## src/hdl/cbfm_pkg.sv

```systemverilog
// Package for the clock buffer frame manager: sizes, mode and status codes,
// and the command and status structs between controller and datapath. No dependencies.
package cbfm_pkg;
   localparam int FRAMES_DEF       = 16;
   localparam int FILE_ID_BITS_DEF = 8;
   localparam int PAGE_NO_BITS_DEF = 20;
   localparam int PIN_BITS_DEF     = 8;
   localparam int MODE_W   = 3;
   localparam int STATUS_W = 3;
   localparam int FRAME_W  = 4;
   localparam int FILE_W   = 8;
   localparam int PAGE_W   = 20;
   localparam int SWEEP_ROUNDS = 2;

   localparam logic [MODE_W-1:0] MODE_READ     = 3'd0;
   localparam logic [MODE_W-1:0] MODE_UNPIN    = 3'd1;
   localparam logic [MODE_W-1:0] MODE_ALLOC    = 3'd2;
   localparam logic [MODE_W-1:0] MODE_DISPOSE  = 3'd3;
   localparam logic [MODE_W-1:0] MODE_FLUSH    = 3'd4;

   localparam logic [STATUS_W-1:0] ST_OK        = 3'd0;
   localparam logic [STATUS_W-1:0] ST_EXCEEDED  = 3'd1;
   localparam logic [STATUS_W-1:0] ST_NOT_FOUND = 3'd2;
   localparam logic [STATUS_W-1:0] ST_NOT_PIN   = 3'd3;
   localparam logic [STATUS_W-1:0] ST_PINNED    = 3'd4;
   localparam logic [STATUS_W-1:0] ST_RESIDENT  = 3'd5;
   localparam logic [STATUS_W-1:0] ST_PIN_LIMIT = 3'd6;

   // Datapath operation codes
   typedef enum logic [3:0] {
      OP_NONE, OP_LATCH, OP_LOOKUP, OP_PIN, OP_UNPIN, OP_DISPOSE,
      OP_HAND_STEP, OP_REF_CLEAR, OP_TAKE, OP_INSTALL, OP_FLUSH_INV, OP_SCAN_STEP,
      OP_SCAN_START
   } op_type;

   typedef struct packed {
      op_type op;
   } cmd_type;

   // Status seen by the controller on the current frame
   typedef struct packed {
      logic       hit;
      logic       hit_pins_zero;
      logic       hit_pins_max;
      logic [2:0] mode;
      logic       mark_dirty;
      logic       cur_valid;
      logic       cur_ref;
      logic       cur_dirty;
      logic       cur_pins_zero;
      logic       cur_file_match;
      logic       hand_at_start;
      logic       scan_last;
   } stat_type;
endpackage

```

## src/hdl/cbfm_ctrl.sv

```systemverilog
// Controller: sequences lookup, clock sweep and flush scan, and holds the
// result register. Depends on cbfm_pkg.
module cbfm_ctrl import cbfm_pkg::*; #(
   parameter int FRAMES       = FRAMES_DEF,
   parameter int FILE_ID_BITS = FILE_ID_BITS_DEF,
   parameter int PAGE_NO_BITS = PAGE_NO_BITS_DEF,
   localparam int IDX_W = (FRAMES > 1) ? $clog2(FRAMES) : 1
) (
   input  logic                    clock,
   input  logic                    reset,
   input  logic                    req_valid,
   output logic                    req_ready,
   output logic                    rsp_valid,
   input  logic                    rsp_ready,
   input  stat_type                stat,
   input  logic [IDX_W-1:0]        hit_idx,
   input  logic [IDX_W-1:0]        cur_idx,
   input  logic [FILE_ID_BITS-1:0] cur_file,
   input  logic [PAGE_NO_BITS-1:0] cur_page,
   output cmd_type                 cmd,
   output logic [STATUS_W-1:0]     rsp_status,
   output logic [IDX_W-1:0]        rsp_frame,
   output logic                    rsp_fetch_needed,
   output logic                    rsp_writeback_valid,
   output logic [FILE_ID_BITS-1:0] rsp_writeback_file,
   output logic [PAGE_NO_BITS-1:0] rsp_writeback_page,
   output logic                    rsp_last
);
   typedef enum logic [2:0] {S_IDLE, S_LOOK, S_DECIDE, S_SWEEP, S_SCAN, S_OUT} state_type;
   state_type state_ff;
   logic      rounds_ff, wb_ff;

   assign req_ready = state_ff == S_IDLE;
   assign rsp_valid = state_ff == S_OUT;

   // drive datapath command from state and status
   always_comb begin
      cmd.op = OP_NONE;
      case (state_ff)
         S_IDLE:   if (req_valid) cmd.op = OP_LATCH;
         S_LOOK:   cmd.op = OP_LOOKUP;
         S_DECIDE: begin
            case (stat.mode)
               MODE_READ: if (stat.hit && !stat.hit_pins_max) cmd.op = OP_PIN;
               MODE_UNPIN: if (stat.hit && !stat.hit_pins_zero) cmd.op = OP_UNPIN;
               MODE_DISPOSE: if (stat.hit) cmd.op = OP_DISPOSE;
               MODE_FLUSH: cmd.op = OP_SCAN_START;
               default: ;
            endcase
            if ((stat.mode == MODE_READ || stat.mode == MODE_ALLOC) && !stat.hit)
               cmd.op = OP_HAND_STEP;
         end
         S_SWEEP: begin
            if (!stat.cur_valid) cmd.op = OP_INSTALL;
            else if (stat.cur_ref) cmd.op = OP_REF_CLEAR;
            else if (stat.cur_pins_zero) cmd.op = OP_INSTALL;
            else cmd.op = OP_HAND_STEP;
         end
         S_SCAN: begin
            if (stat.cur_valid && stat.cur_file_match && !stat.cur_pins_zero)
               cmd.op = OP_NONE;
            else if (stat.cur_valid && stat.cur_file_match) cmd.op = OP_FLUSH_INV;
            else cmd.op = OP_SCAN_STEP;
         end
         default: ;
      endcase
   end

   // hold state, sweep bookkeeping and the result register
   always_ff @(posedge clock) begin
      if (reset) begin
         state_ff <= S_IDLE;
         rounds_ff <= 1'b0;
      end else begin
         case (state_ff)
            S_IDLE: if (req_valid) state_ff <= S_LOOK;
            S_LOOK: state_ff <= S_DECIDE;
            S_DECIDE: begin
               rsp_status <= ST_OK;
               rsp_frame <= '0;
               rsp_fetch_needed <= 1'b0;
               rsp_writeback_valid <= 1'b0;
               rsp_writeback_file <= '0;
               rsp_writeback_page <= '0;
               rsp_last <= 1'b1;
               rounds_ff <= 1'b0;
               state_ff <= S_OUT;
               case (stat.mode)
                  MODE_READ, MODE_ALLOC: begin
                     if (stat.hit) begin
                        rsp_frame <= hit_idx;
                        if (stat.mode == MODE_ALLOC) rsp_status <= ST_RESIDENT;
                        else if (stat.hit_pins_max) rsp_status <= ST_PIN_LIMIT;
                     end else begin
                        if (stat.hand_at_start) rounds_ff <= 1'b1;
                        state_ff <= S_SWEEP;
                     end
                  end
                  MODE_UNPIN: begin
                     if (!stat.hit) rsp_status <= ST_NOT_FOUND;
                     else begin
                        rsp_frame <= hit_idx;
                        if (stat.hit_pins_zero) rsp_status <= ST_NOT_PIN;
                     end
                  end
                  MODE_DISPOSE: if (stat.hit) rsp_frame <= hit_idx;
                  MODE_FLUSH: state_ff <= S_SCAN;
                  default: ;
               endcase
            end
            S_SWEEP: begin
               if (!stat.cur_valid || (!stat.cur_ref && stat.cur_pins_zero)) begin
                  rsp_status <= ST_OK;
                  rsp_frame <= cur_idx;
                  rsp_fetch_needed <= stat.mode == MODE_READ;
                  rsp_writeback_valid <= stat.cur_valid && stat.cur_dirty;
                  rsp_writeback_file <= (stat.cur_valid && stat.cur_dirty) ?
                                        cur_file : '0;
                  rsp_writeback_page <= (stat.cur_valid && stat.cur_dirty) ?
                                        cur_page : '0;
                  state_ff <= S_OUT;
               end else if (stat.hand_at_start && rounds_ff) begin
                  // second return to start: buffer exceeded, hand rests on start
                  rsp_status <= ST_EXCEEDED;
                  state_ff <= S_OUT;
               end else begin
                  if (stat.hand_at_start) rounds_ff <= 1'b1;
                  state_ff <= S_SWEEP;
               end
            end
            S_SCAN: begin
               if (stat.cur_valid && stat.cur_file_match && !stat.cur_pins_zero) begin
                  rsp_status <= ST_PINNED;
                  rsp_frame <= cur_idx;
                  rsp_writeback_valid <= 1'b0;
                  rsp_writeback_file <= '0;
                  rsp_writeback_page <= '0;
                  rsp_last <= 1'b1;
                  state_ff <= S_OUT;
               end else if (stat.cur_valid && stat.cur_file_match && stat.cur_dirty) begin
                  rsp_status <= ST_OK;
                  rsp_frame <= cur_idx;
                  rsp_writeback_valid <= 1'b1;
                  rsp_writeback_file <= cur_file;
                  rsp_writeback_page <= cur_page;
                  rsp_last <= 1'b0;
                  wb_ff <= stat.scan_last;
                  state_ff <= S_OUT;
               end else if (stat.scan_last) begin
                  rsp_status <= ST_OK;
                  rsp_frame <= '0;
                  rsp_writeback_valid <= 1'b0;
                  rsp_writeback_file <= '0;
                  rsp_writeback_page <= '0;
                  rsp_last <= 1'b1;
                  state_ff <= S_OUT;
               end
            end
            S_OUT: if (rsp_ready) begin
               if (rsp_last) state_ff <= S_IDLE;
               else if (wb_ff) begin
                  // scan ended on a write-back: send the closing transfer
                  rsp_status <= ST_OK;
                  rsp_frame <= '0;
                  rsp_writeback_valid <= 1'b0;
                  rsp_writeback_file <= '0;
                  rsp_writeback_page <= '0;
                  rsp_last <= 1'b1;
               end else state_ff <= S_SCAN;
            end
            default: state_ff <= S_IDLE;
         endcase
      end
   end
endmodule
```

## config.mk

```make
export PLATFORM = sky130hd
export DESIGN_NAME = cbfm_ctrl
export DESIGN_NICKNAME = d
export VERILOG_FILES = /design/src/hdl/cbfm_pkg.sv /design/src/hdl/cbfm_ctrl.sv
export SDC_FILE = /design/constraint.sdc
export NUM_CORES = 1
export LEC_CHECK = 0
export BUFFER_PORTS_ARGS = -buffer_cell sky130_fd_sc_hd__buf_2
export CAP_MARGIN = 20
export CELL_PAD_IN_SITES_DETAIL_PLACEMENT = 1
export CELL_PAD_IN_SITES_GLOBAL_PLACEMENT = 1
export CORE_MARGIN = 2
export CORE_UTILIZATION = 37
export DETAILED_ROUTE_END_ITERATION = 10
export PLACE_DENSITY_LB_ADDON = 0.25
export SYNTH_ARGS = -nofsm -noshare
export SYNTH_HDL_FRONTEND = slang
export SYNTH_SLANG_ARGS = --single-unit
```

## constraint.sdc

```tcl
create_clock -name clock -period 6.1 [get_ports clock]
set_input_delay 0.915 -clock clock [delete_from_list [all_inputs] [get_ports clock]]
set_output_delay 0.915 -clock clock [all_outputs]
set_load 0.01 [all_outputs]
```

# Yosys cells after proc, flatten, opt, wreduce, memory -nomap -nowiden
# Index checks and enable logic that the tools add are counted.
# Widths: inputs -> output; s select.
[classes]
eq_ne = 20
n_mux = 91
n_bitwise = 2
reduce_logical = 31
[ops]
columns = ["op", "count"]
rows = [
  ["$mux 20", 8],
  ["$pmux 20 s4", 1],
  ["$mux 3", 23],
  ["$mux 8", 8],
  ["$mux 4", 14],
  ["$pmux 4 s4", 2],
  ["$pmux 8 s4", 1],
  ["$mux 1", 22],
  ["$pmux 4 s5", 1],
  ["$pmux 3 s6", 1],
  ["$reduce_and 4->1", 4],
  ["$reduce_and 7->1", 2],
  ["$eq 3x2->1 const B", 4],
  ["$ne 2x2->1 const B", 6],
  ["$pmux 3 s2", 2],
  ["$pmux 3 s4", 1],
  ["$eq 3x3->1 const B", 3],
  ["$logic_and 1x1->1", 9],
  ["$eq 3x1->1 const B", 2],
  ["$logic_not 1->1", 6],
  ["$logic_not 3->1", 2],
  ["$mux 2", 3],
  ["$ne 3x3->1 const B", 2],
  ["$ne 2x1->1 const B", 2],
  ["12 further kinds", 15],
]
[totals]
regBits = 43
in_bits = 54
output_inout_bits = 44

# Depth between registers and ports, before layout
# Gate-level depths: netlist of run 1.
[depth]
ltp_word = 6
mapped_depth = 7
depth_no_buf = 4

# Least setup slack after synthesis of run 1
# No wires, ideal clock.
[synth_timing]
path_kind = "input-to-reg"
start = "input port stat[3] (netlist name)"
end = "register rsp_frame[0], enable pin"
setup_ns = 0.423
arrival_time_ns = 2.861
setup_slack_ns = 2.816
cell_stages = 4
path_buffers = 0
path_cell_list = "nand3b_1 a31oi_1 o21ai_0 nor2_1"
[synth_via]
elab_chain_len = 4
word_cells_on_any_way = 7
cone_classes = "2 x eq/ne; 5 x reduce/logical"
[synth_rtl]
columns = ["item", "line", "text"]
rows = [
  ["start, declared", "cbfm_ctrl.sv:15", "input stat_type stat,"],
  ["$logic_not 1->1 or $logic_and 1x1->1 (tied branches)", "cbfm_ctrl.sv:132, cbfm_ctrl.sv:112", ""],
  ["$logic_and 1x1->1 or $logic_or 1x1->1 (tied branches)", "cbfm_ctrl.sv:132, cbfm_ctrl.sv:112", ""],
  ["$ne 4x4->1 (no line) or $ne 2x2->1 (tied branches)", "--", ""],
  ["$reduce_and 7->1 (no line) *", "--", ""],
  ["end signal, assigned", "cbfm_ctrl.sv:114", "rsp_frame <= cur_idx;"],
  ["end signal, assigned", "cbfm_ctrl.sv:134", "rsp_frame <= cur_idx;"],
  ["end signal, assigned", "cbfm_ctrl.sv:142", "rsp_frame <= cur_idx;"],
  ["end, declared", "cbfm_ctrl.sv:22", "output logic [IDX_W-1:0] rsp_frame,"],
]
# Every way passes the cells marked *; elsewhere a longest branch is shown, timed or not.
# A chain may end at the register's enable or synchronous reset.

==> run summary, run 1 <==
Outcome: complete, no violations
Synthesis-stage register bit count: 43
Hold_buf cts: 0
Critical Path RT: 5180 ps
Initial antenna violation count: 0
Maxcap violations: 0
# IOs: 98
Worst hold slack: 542.8 ps
PwrDens: 339.2 nW/µm²
Filler cell count: 655
Worst Setup End Kind: primary output
Vias in the first global route: 1721
First-pass GRT wire length: 8452 µm
Area grow syn2layout: 31.10%
Post-DP HPWL: 4160 µm
Post-synth top area share: 55.45%
Final WS setup: 3021 ps
Unique masters post-synth: 41
CP max stage cell: or3_1
F_max: 324.8 MHz
Synth Area per Inst: 11.23 µm²
Post-synth EDFFs: 39
Drt total wl: 5479 µm
Crit path cell chain: buf_2 -> or3_1 -> nor3b_1 -> o21bai_1 -> o2111ai_1 -> buf_2
Sequential area share after synthesis: 59.24%
Die Height: 79.55 µm
Total power: 0.0009391 W
Synth Instances: 188
Crit Path Class: input pin to primary output
CP most frequent cell: buf_2
Pre-CTS setup slack: 3040 ps
Post-CTS sizing: 0
Layout cell share with drive strength beyond 1: 38.30%
Drt wl/cell: 15.48 µm
Startpoint Class: input pin
Clk_skew: 6.376 ps
Post-layout util: 50.28%
Slew headroom: 39.65%
Storage cell area: 1251 µm²
ANT cells: 0
Drt pass-1 iters: 4
Max FO, Critical Path: 12
Tmin final: 3079 ps
Min-delay worst type: register to register
Die outline area: 6328 µm²
CTS sink cnt: 43
Row Count: 27
Die X: 79.55 µm
Tot GR Track Use: 17.50%
Most frequent cell after synthesis: edfxtp_1
Final setup viols: 0
Slew @ Worst Pin: 905.2 ps
Synthesized area: 2112 µm²
Synth area leaders: edfxtp_1 55%, and2_1 8.3%, dfxtp_1 3.8%
Most frequent cells after synthesis: 39 x edfxtp_1, 28 x and2_1, 11 x a21oi_1
TritonCTS clock tree: done
Multi-input gate area: 788.3 µm²
GPL Wtd Cong: 0.8019
Root buffer cell: clkbuf_8
P_leak: 1.175 nW
Core outline area: 5507 µm²
Synth area leader: edfxtp_1
Mapped Nets: 242
H-tree depth: 2
Starting Density: 38.35%
Residual DRC: 0
I/O Buffers: 96
Initial detailed-routing violation count: 81
Final setup TNS: 0 ps
Total number of vias: 1755
Total Nets Final: 335
Post-CTS setup buffers: 0
Slowest cell delay on critical path: 440 ps
TritonCTS Buffers: 5
Largest net degree at the start of global routing: 34
Crit share post-route: 50.47%
Most used flip-flop cell after synthesis: edfxtp_1
Worst VDD drop: 0.1122 mV
Asr flop ratio synth: 0%
Yosys warning total: 0
Max Root-Sink Buffers: 2
Pins Over Slew Limit: 0
Clk_lat worst skew: 290 ps
Clock transition at the registers of the reported paths: 80 ps
Final Hold Vio Count: 0
Vias per cell: 4.958
RSZ-0062 raised after global routing: false
CP arrival: 2160 ps
Post-DRT Antenna Nets: 0
Gr ovfl total: 0
-- critical path, delay by kind of cell --
kind,cells,cell delay [ps]
AOI/OAI and AO/OA,2,240
buffers and inverters,2,340
and+or+nand+nor,2,670
-- per-stage QoR --
step / area (µm²) / std cells
3_3_place_gp: 2636 / 346
6_report: 2769 / 354
3_5_place_dp: 2636 / 346
2_1_floorplan: 2112 / 188
4_1_cts: 2769 / 354
5_1_grt: 2769 / 354
-- sequential cells by signal (all words and copies together) (netlist names) --
name and flops:
rsp_fetch_needed 1, rsp_frame 4, state_ff 3, rsp_last 1, rsp_writeback_page 20, rsp_writeback_file 8, wb_ff 1, rounds_ff 1
rsp_status 3, rsp_writeback_valid 1
-- cell usage in the layout, fill, tap and decap left out, types with 5 or more instances in the layout --
| cell | instances |
|---|---|
| o21ai_0 | 8 |
| nand2b_1 | 5 |
| and2_1 | 28 |
| buf_2 | 96 |
| edfxtp_1 | 39 |
| a21oi_1 | 11 |
| inv_1 | 7 |
| nand2_1 | 10 |
| nor3_1 | 9 |
| nor2_1 | 9 |
| clkbuf_8 | 5 |
-- cell type report --
type / instances / area share, %
well taps: 72 / 3.253
clock buffers: 6 / 2.621
flip-flops and latches: 43 / 45.19
multi-input cells: 128 / 28.47
inverters: 7 / 0.9489
repair buffers: 96 / 17.35
clock inverters: 2 / 2.169
-- final timing paths --
check             slack [ps]                startpoint  cells after the start                              end
setup reg to reg        3520  state_ff[0]$_SDFFE_PP0P_                      4  rsp_writeback_file[4]$_DFFE_PP_
hold reg to reg          540    rounds_ff$_SDFFE_PP0P_                      2           rounds_ff$_SDFFE_PP0P_
hold / removal           540    rounds_ff$_SDFFE_PP0P_                      2           rounds_ff$_SDFFE_PP0P_
setup / recovery        3020                   stat[8]                      6                           cmd[1]
-- power breakdown --
| part | switching, W | total, W | leakage (nW) | internal [W] |
|---|---|---|---|---|
| Sequential | 0.0000368 | 0.000421 | 0.397 | 0.000385 |
| Combinational | 0.000157 | 0.000258 | 0.713 | 0.000102 |
| Clock | 0.0000956 | 0.000259 | 0.0654 | 0.000164 |
| Total | 0.000289 | 0.000939 | 1.18 | 0.000650 |
-- per-layer routing --
layer | routed length (µm) | GRT usage (%) | up-vias
li1 | - | - | 870
met1 | 2476 | 22.06 | 824
met2 | 2691 | 30.17 | 56
met3 | 255 | 3.167 | 5
met4 | 55 | 5.862 | 0
met5 | 0 | 0 | -
-- cell families (layout without fill, tap and decap cells) --
logic type	Yosys count	after routing	share of synthesized area, %
compound gates	42	42	13.03
simple gates	84	84	22.99
flops	43	43	59.24
buf+inv	17	111	3.792
mux	2	2	0.9479
Note: power is estimated with default switching activity, not from simulation.
==> run 2, diff against run 1 <==
Settings changed: CORE_UTILIZATION 37 to 31.
Clock period 6.1 ns to 2.54 ns, I/O delays scaled along.
==> run 2 against run 1 <==
Effect of this change: core utilization is 7.8 points lower; critical path depth is 2 lower; sequential power is 130% higher; cell count is 5.4% higher; largest power group unchanged; sequential share of layout area is 1.2 points lower; sequential cell count stayed put; critical path type is now register to register; highest routed layer unchanged.
==> run summary, run 2 (synthesized netlist as in run 1, its figures left out) <==
Outcome: complete, no violations
Tmin final: 2256 ps
Total power: 0.002229 W
Slew headroom: 37.95%
Post-DRT Antenna Nets: 0
Startpoint Class: register
Final setup TNS: 0 ps
Crit Path Class: register to register
Worst r2r src: state_ff[2]$_SDFFE_PP0P_
Hold_buf cts: 0
Initial antenna violation count: 0
Final Hold Vio Count: 0
Final setup viols: 0
End of the critical path: rsp_writeback_page[5]$_DFFE_PP_
GPL Wtd Cong: 0.8536
# IOs: 98
Flop-to-flop setup slack: 280 ps
Max FO, Critical Path: 33
Slew @ Worst Pin: 928.6 ps
Residual DRC: 0
Commonest non-fill, non-tap cell in the layout: buf_2
Clk_skew: 11.71 ps
Post-CTS sizing: 0
Drt wl/cell: 15.57 µm
P_leak: 1.223 nW
TritonCTS clock tree: done
Filler cell count: 795
Crit share post-route: 88.82%
Largest net degree at the start of global routing: 34
Post-DP HPWL: 4384 µm
Initial detailed-routing violation count: 73
Fin cells: 373
Total Nets Final: 346
CP arrival: 2170 ps
Critical Path RT: 2450 ps
WHS Path Cells: 1
Most frequent cells in the layout: 96 x buf_2, 39 x edfxtp_1, 28 x and2_1
PwrDens: 784.4 nW/µm²
Die X: 86.54 µm
Largest regs: rsp_writeback_page x20, rsp_writeback_file x8, rsp_frame x4
Layout cell share with drive strength beyond 1: 40.96%
Drt pass-1 iters: 4
TritonCTS Buffers: 5
Vias per cell: 4.949
F_max: 443.3 MHz
Die outline area: 7489 µm²
Area grow syn2layout: 34.54%
Clock transition at the registers of the reported paths: 90 ps
Tot GR Track Use: 15.60%
CTS sink cnt: 43
ANT cells: 0
Pins Over Slew Limit: 0
Worst VDD drop: 0.3057 mV
Placed cells: 365
Starting Density: 31.61%
Max reg flops: 20
Maxcap violations: 0
Core outline area: 6681 µm²
Hold Startpoint: stat[0]
Post-CTS setup buffers: 0
Gr ovfl total: 0
Vias in the first global route: 1825
Total number of vias: 1846
Drt total wl: 5807 µm
Max Root-Sink Buffers: 2
Post-layout util: 42.53%
First-pass GRT wire length: 9087 µm
Worst reg2reg path depth: 4
Reg-to-Reg End: rsp_writeback_page[5]$_DFFE_PP_
Row Count: 30
Min-delay worst type: input pin to register
RSZ-0062 raised after global routing: false
I/O Buffers: 96
Biggest register: rsp_writeback_page
Die Height: 86.54 µm
Start point of the critical path: state_ff[2]$_SDFFE_PP0P_
Worst Setup End Kind: register
Clk_lat worst skew: 290 ps
Root buffer cell: clkbuf_8
H-tree depth: 2
[run 2: changes by cell type in the layout (fill, tap and decap cells not counted), sizes merged]
| cell | previous run | this run |
|---|---|---|
| bufinv | 2 | 1 |
| clkinv | 0 | 2 |
| buf | 96 | 107 |
| clkbuf | 6 | 5 |
[run 2: per-stage QoR]
stage | worst slack (ps) | cell area, µm² | hold WS (ps)
2_1_floorplan | 318.9 | 2115 | 450.1
3_3_place_gp | 160.0 | 2729 | 528.9
3_5_place_dp | 121.2 | 2729 | 555.4
4_1_cts | 269.5 | 2841 | 291.6
5_1_grt | 106.8 | 2841 | 286.5
6_report | 284.0 | 2841 | 299.5
[run 2: worst min path at each step]
| stage | endpoint |
|---|---|
| after CTS | wb_ff$_DFFE_PP_ |
| final | wb_ff$_DFFE_PP_ |
| after detailed placement | rounds_ff$_SDFFE_PP0P_ |
| after floorplan | state_ff[1]$_SDFFE_PP0P_ |
| after global routing | wb_ff$_DFFE_PP_ |
| after global placement | rounds_ff$_SDFFE_PP0P_ |
[run 2: critical path, cell delays in order, from the launching register on]
cell and delay (ps):
dfxtp_1 400, nor3b_4 190, a31oi_1 240, o21ai_0 270, nor2_4 770
[run 2: layer usage]
| layer | global-route usage, % | share of wire, % | vias up |
|---|---|---|---|
| met1 | 21.04 | 46 | 870 |
| met4 | 4.119 | 0.96 | 0 |
| met3 | 3.524 | 6.9 | 7 |
| li1 | - | - | 892 |
| met2 | 25.38 | 46 | 77 |
| met5 | 0 | 0 | - |
[run 2: power by group]
group	leakage [nW]	switching, W	total, W	internal [W]
clock	0.0581	0.000244	0.000537	0.000293
sequential	0.397	0.0000510	0.000975	0.000924
combinational	0.768	0.000434	0.000717	0.000283
total	1.22	0.000729	0.00223	0.00150
[run 2: layout make-up]
type                    instances  area, µm²  area share (%)
repair buffers                107      563.0           19.82
clock inverters                 3      43.79           1.541
multi-input cells             128      788.3           27.74
clock buffers                   5      68.82           2.422
flip-flops and latches         43       1251           44.03
inverters                       7      26.28          0.9247
well taps                      80      100.1           3.523
==> run 3, diff against run 2 <==
Settings changed: ABC_CLOCK_PERIOD_IN_PS from default to 2540, CORE_ASPECT_RATIO from default to 0.75, PLACE_DENSITY_LB_ADDON 0.25 to 0.1.
==> run 3 against run 2 <==
Effect of this change: power down 3.9%; sequential share of layout area up 0.12 points; non-clock buffer count up 2; cell count up 1.6%; clock skew down 2.2 ps; largest cell class unchanged; largest power group unchanged.
==> run summary, run 3 (synthesized netlist as in run 1, its figures left out) <==
CP max stage cell: dfxtp_1
I/O Buffers: 96
Worst VDD drop: 0.2546 mV
F_max: 440.2 MHz
Post-layout util: 42.29%
Critical Path RT: 2160 ps
Area after DPL: 2749 µm²
Row Count: 26
TritonCTS Buffers: 5
Total number of vias: 1839
Outcome: complete, no violations
Flop-to-flop setup slack: 280 ps
Worst Setup End Kind: primary output
Final setup TNS: 0 ps
Multi-input gate area: 788.3 µm²
Vias in the first global route: 1759
ANT cells: 0
Die X: 99.31 µm
Final Cell Area: 2834 µm²
GR Layer Usage met3: 4.862%
Comb pwr share: 34.1%
Root buffer cell: clkbuf_8
TritonCTS clock tree: done
Die outline area: 7496 µm²
Maxcap violations: 0
Pins Over Slew Limit: 0
Slew headroom: 37.33%
Clk_lat worst skew: 300 ps
Largest regs: rsp_writeback_page x20, rsp_writeback_file x8, rsp_frame x4
GPL Wtd Cong: 0.7563
M2 GR Usage: 22.75%
Max FO, Critical Path: 11
Final Hold Vio Count: 0
Clock transition at the registers of the reported paths: 80 ps
Area grow syn2layout: 34.18%
Crit share post-route: 89.45%
Post-DP HPWL: 4507 µm
Pre-CTS setup slack: 199.0 ps
Post-DRT Antenna Nets: 0
Slew @ Worst Pin: 937.8 ps
Hold_buf cts: 0
Max reg flops: 20
Gr ovfl total: 0
Initial antenna violation count: 0
PwrDens: 756.1 nW/µm²
CP arrival: 1890 ps
Core outline area: 6701 µm²
Final setup viols: 0
Tmin final: 2272 ps
P_leak: 1.216 nW
Slowest cell delay on critical path: 570 ps
Biggest register: rsp_writeback_page
Global routing's busiest layer: met1
Filler cell count: 790
Final WS setup: 268.1 ps
Die Height: 75.48 µm
Clock power frac: 20.3%
Initial detailed-routing violation count: 56
Most frequent cells in the layout: 96 x buf_2, 39 x edfxtp_1, 28 x and2_1
Switching Share: 34.52%
Commonest non-fill, non-tap cell in the layout: buf_2
Storage cell area: 1251 µm²
First-pass GRT wire length: 9183 µm
Clk_skew: 9.514 ps
Max Root-Sink Buffers: 2
# IOs: 98
Cell internal pwr: 0.001403 W
Flop pwr share: 45.6%
Tot GR Track Use: 16.05%
Worst hold slack: 296.4 ps
Total Nets Final: 348
RSZ-0062 raised after global routing: false
Net switching power: 0.0007396 W
Post-CTS sizing: 0
Crit Path Class: register to primary output
Drt pass-1 iters: 4
Vias per cell: 4.852
Layout cell share with drive strength beyond 1: 41.02%
Post-CTS setup buffers: 0
Crit path cell chain: nand2b_1 -> nor3_1 -> nand2_1 -> o2111ai_1 -> buf_2
H-tree depth: 2
Met1 Resource Use GR: 23.53%
Starting Density: 31.52%
Drt wl/cell: 15.99 µm
Drt total wl: 6062 µm
Residual DRC: 0
CTS sink cnt: 43
Min-delay worst type: input pin to register
Startpoint Class: register
Largest net degree at the start of global routing: 34
run 3: cell types whose count changed in the layout (fill, tap and decap cells not counted), sizes merged:
cell,before,now
buf,107,109
bufinv,1,0
clkbuf,5,6
clkinv,2,1
clkinvlp,0,1
run 3: through the flow:
| step | instances | power (W) |
|---|---|---|
| after floorplan | 188 | 0.001399 |
| after global placement | 371 | 0.001715 |
| after detailed placement | 371 | 0.001724 |
| after CTS | 379 | 0.002166 |
| after global routing | 379 | 0.002277 |
| final | 379 | 0.002143 |
run 3: final timing paths:
kind	from	endpoint	cells past startpoint
worst max-delay path	state_ff[1]$_SDFFE_PP0P_	cmd[1]	5
worst min-delay path	stat[0]	wb_ff$_DFFE_PP_	1
worst min register to register	rounds_ff$_SDFFE_PP0P_	rounds_ff$_SDFFE_PP0P_	2
worst max register to register	state_ff[1]$_SDFFE_PP0P_	rsp_writeback_page[5]$_DFFE_PP_	4
run 3: critical path, delay by kind of cell, from the launching register on:
kind | cells | cell delay [ps]
and+or+nand+nor | 3 | 780
buffers and inverters | 1 | 160
DFF | 1 | 570
AOI/OAI and AO/OA | 1 | 80
run 3: final cells by class:
class                   count  share of cell area (%)
well taps                  84                   3.709
clock buffers               6                   2.561
multi-input cells         128                   27.81
inverters                   7                  0.9272
clock inverters             2                  0.4415
flip-flops and latches     43                   44.15
repair buffers            109                   20.40
run 3: power groups by stage:
stage / Clock (W) / Combinational (W) / Sequential, W
6_report: 0.000434 / 0.000732 / 0.000977
5_1_grt: 0.000478 / 0.000806 / 0.000993
4_1_cts: 0.000453 / 0.000735 / 0.000977
3_5_place_dp: 0 / 0.000732 / 0.000992
3_3_place_gp: 0 / 0.000728 / 0.000986
2_1_floorplan: 0 / 0.000368 / 0.00103
run 3: routing by layer:
metal | up-vias | routed length (µm) | part of all wire, %
met4 | 0 | 69 | 1.1
met1 | 874 | 2978 | 49
met5 | - | 0 | 0
li1 | 897 | - | -
met3 | 7 | 415 | 6.8
met2 | 61 | 2599 | 43
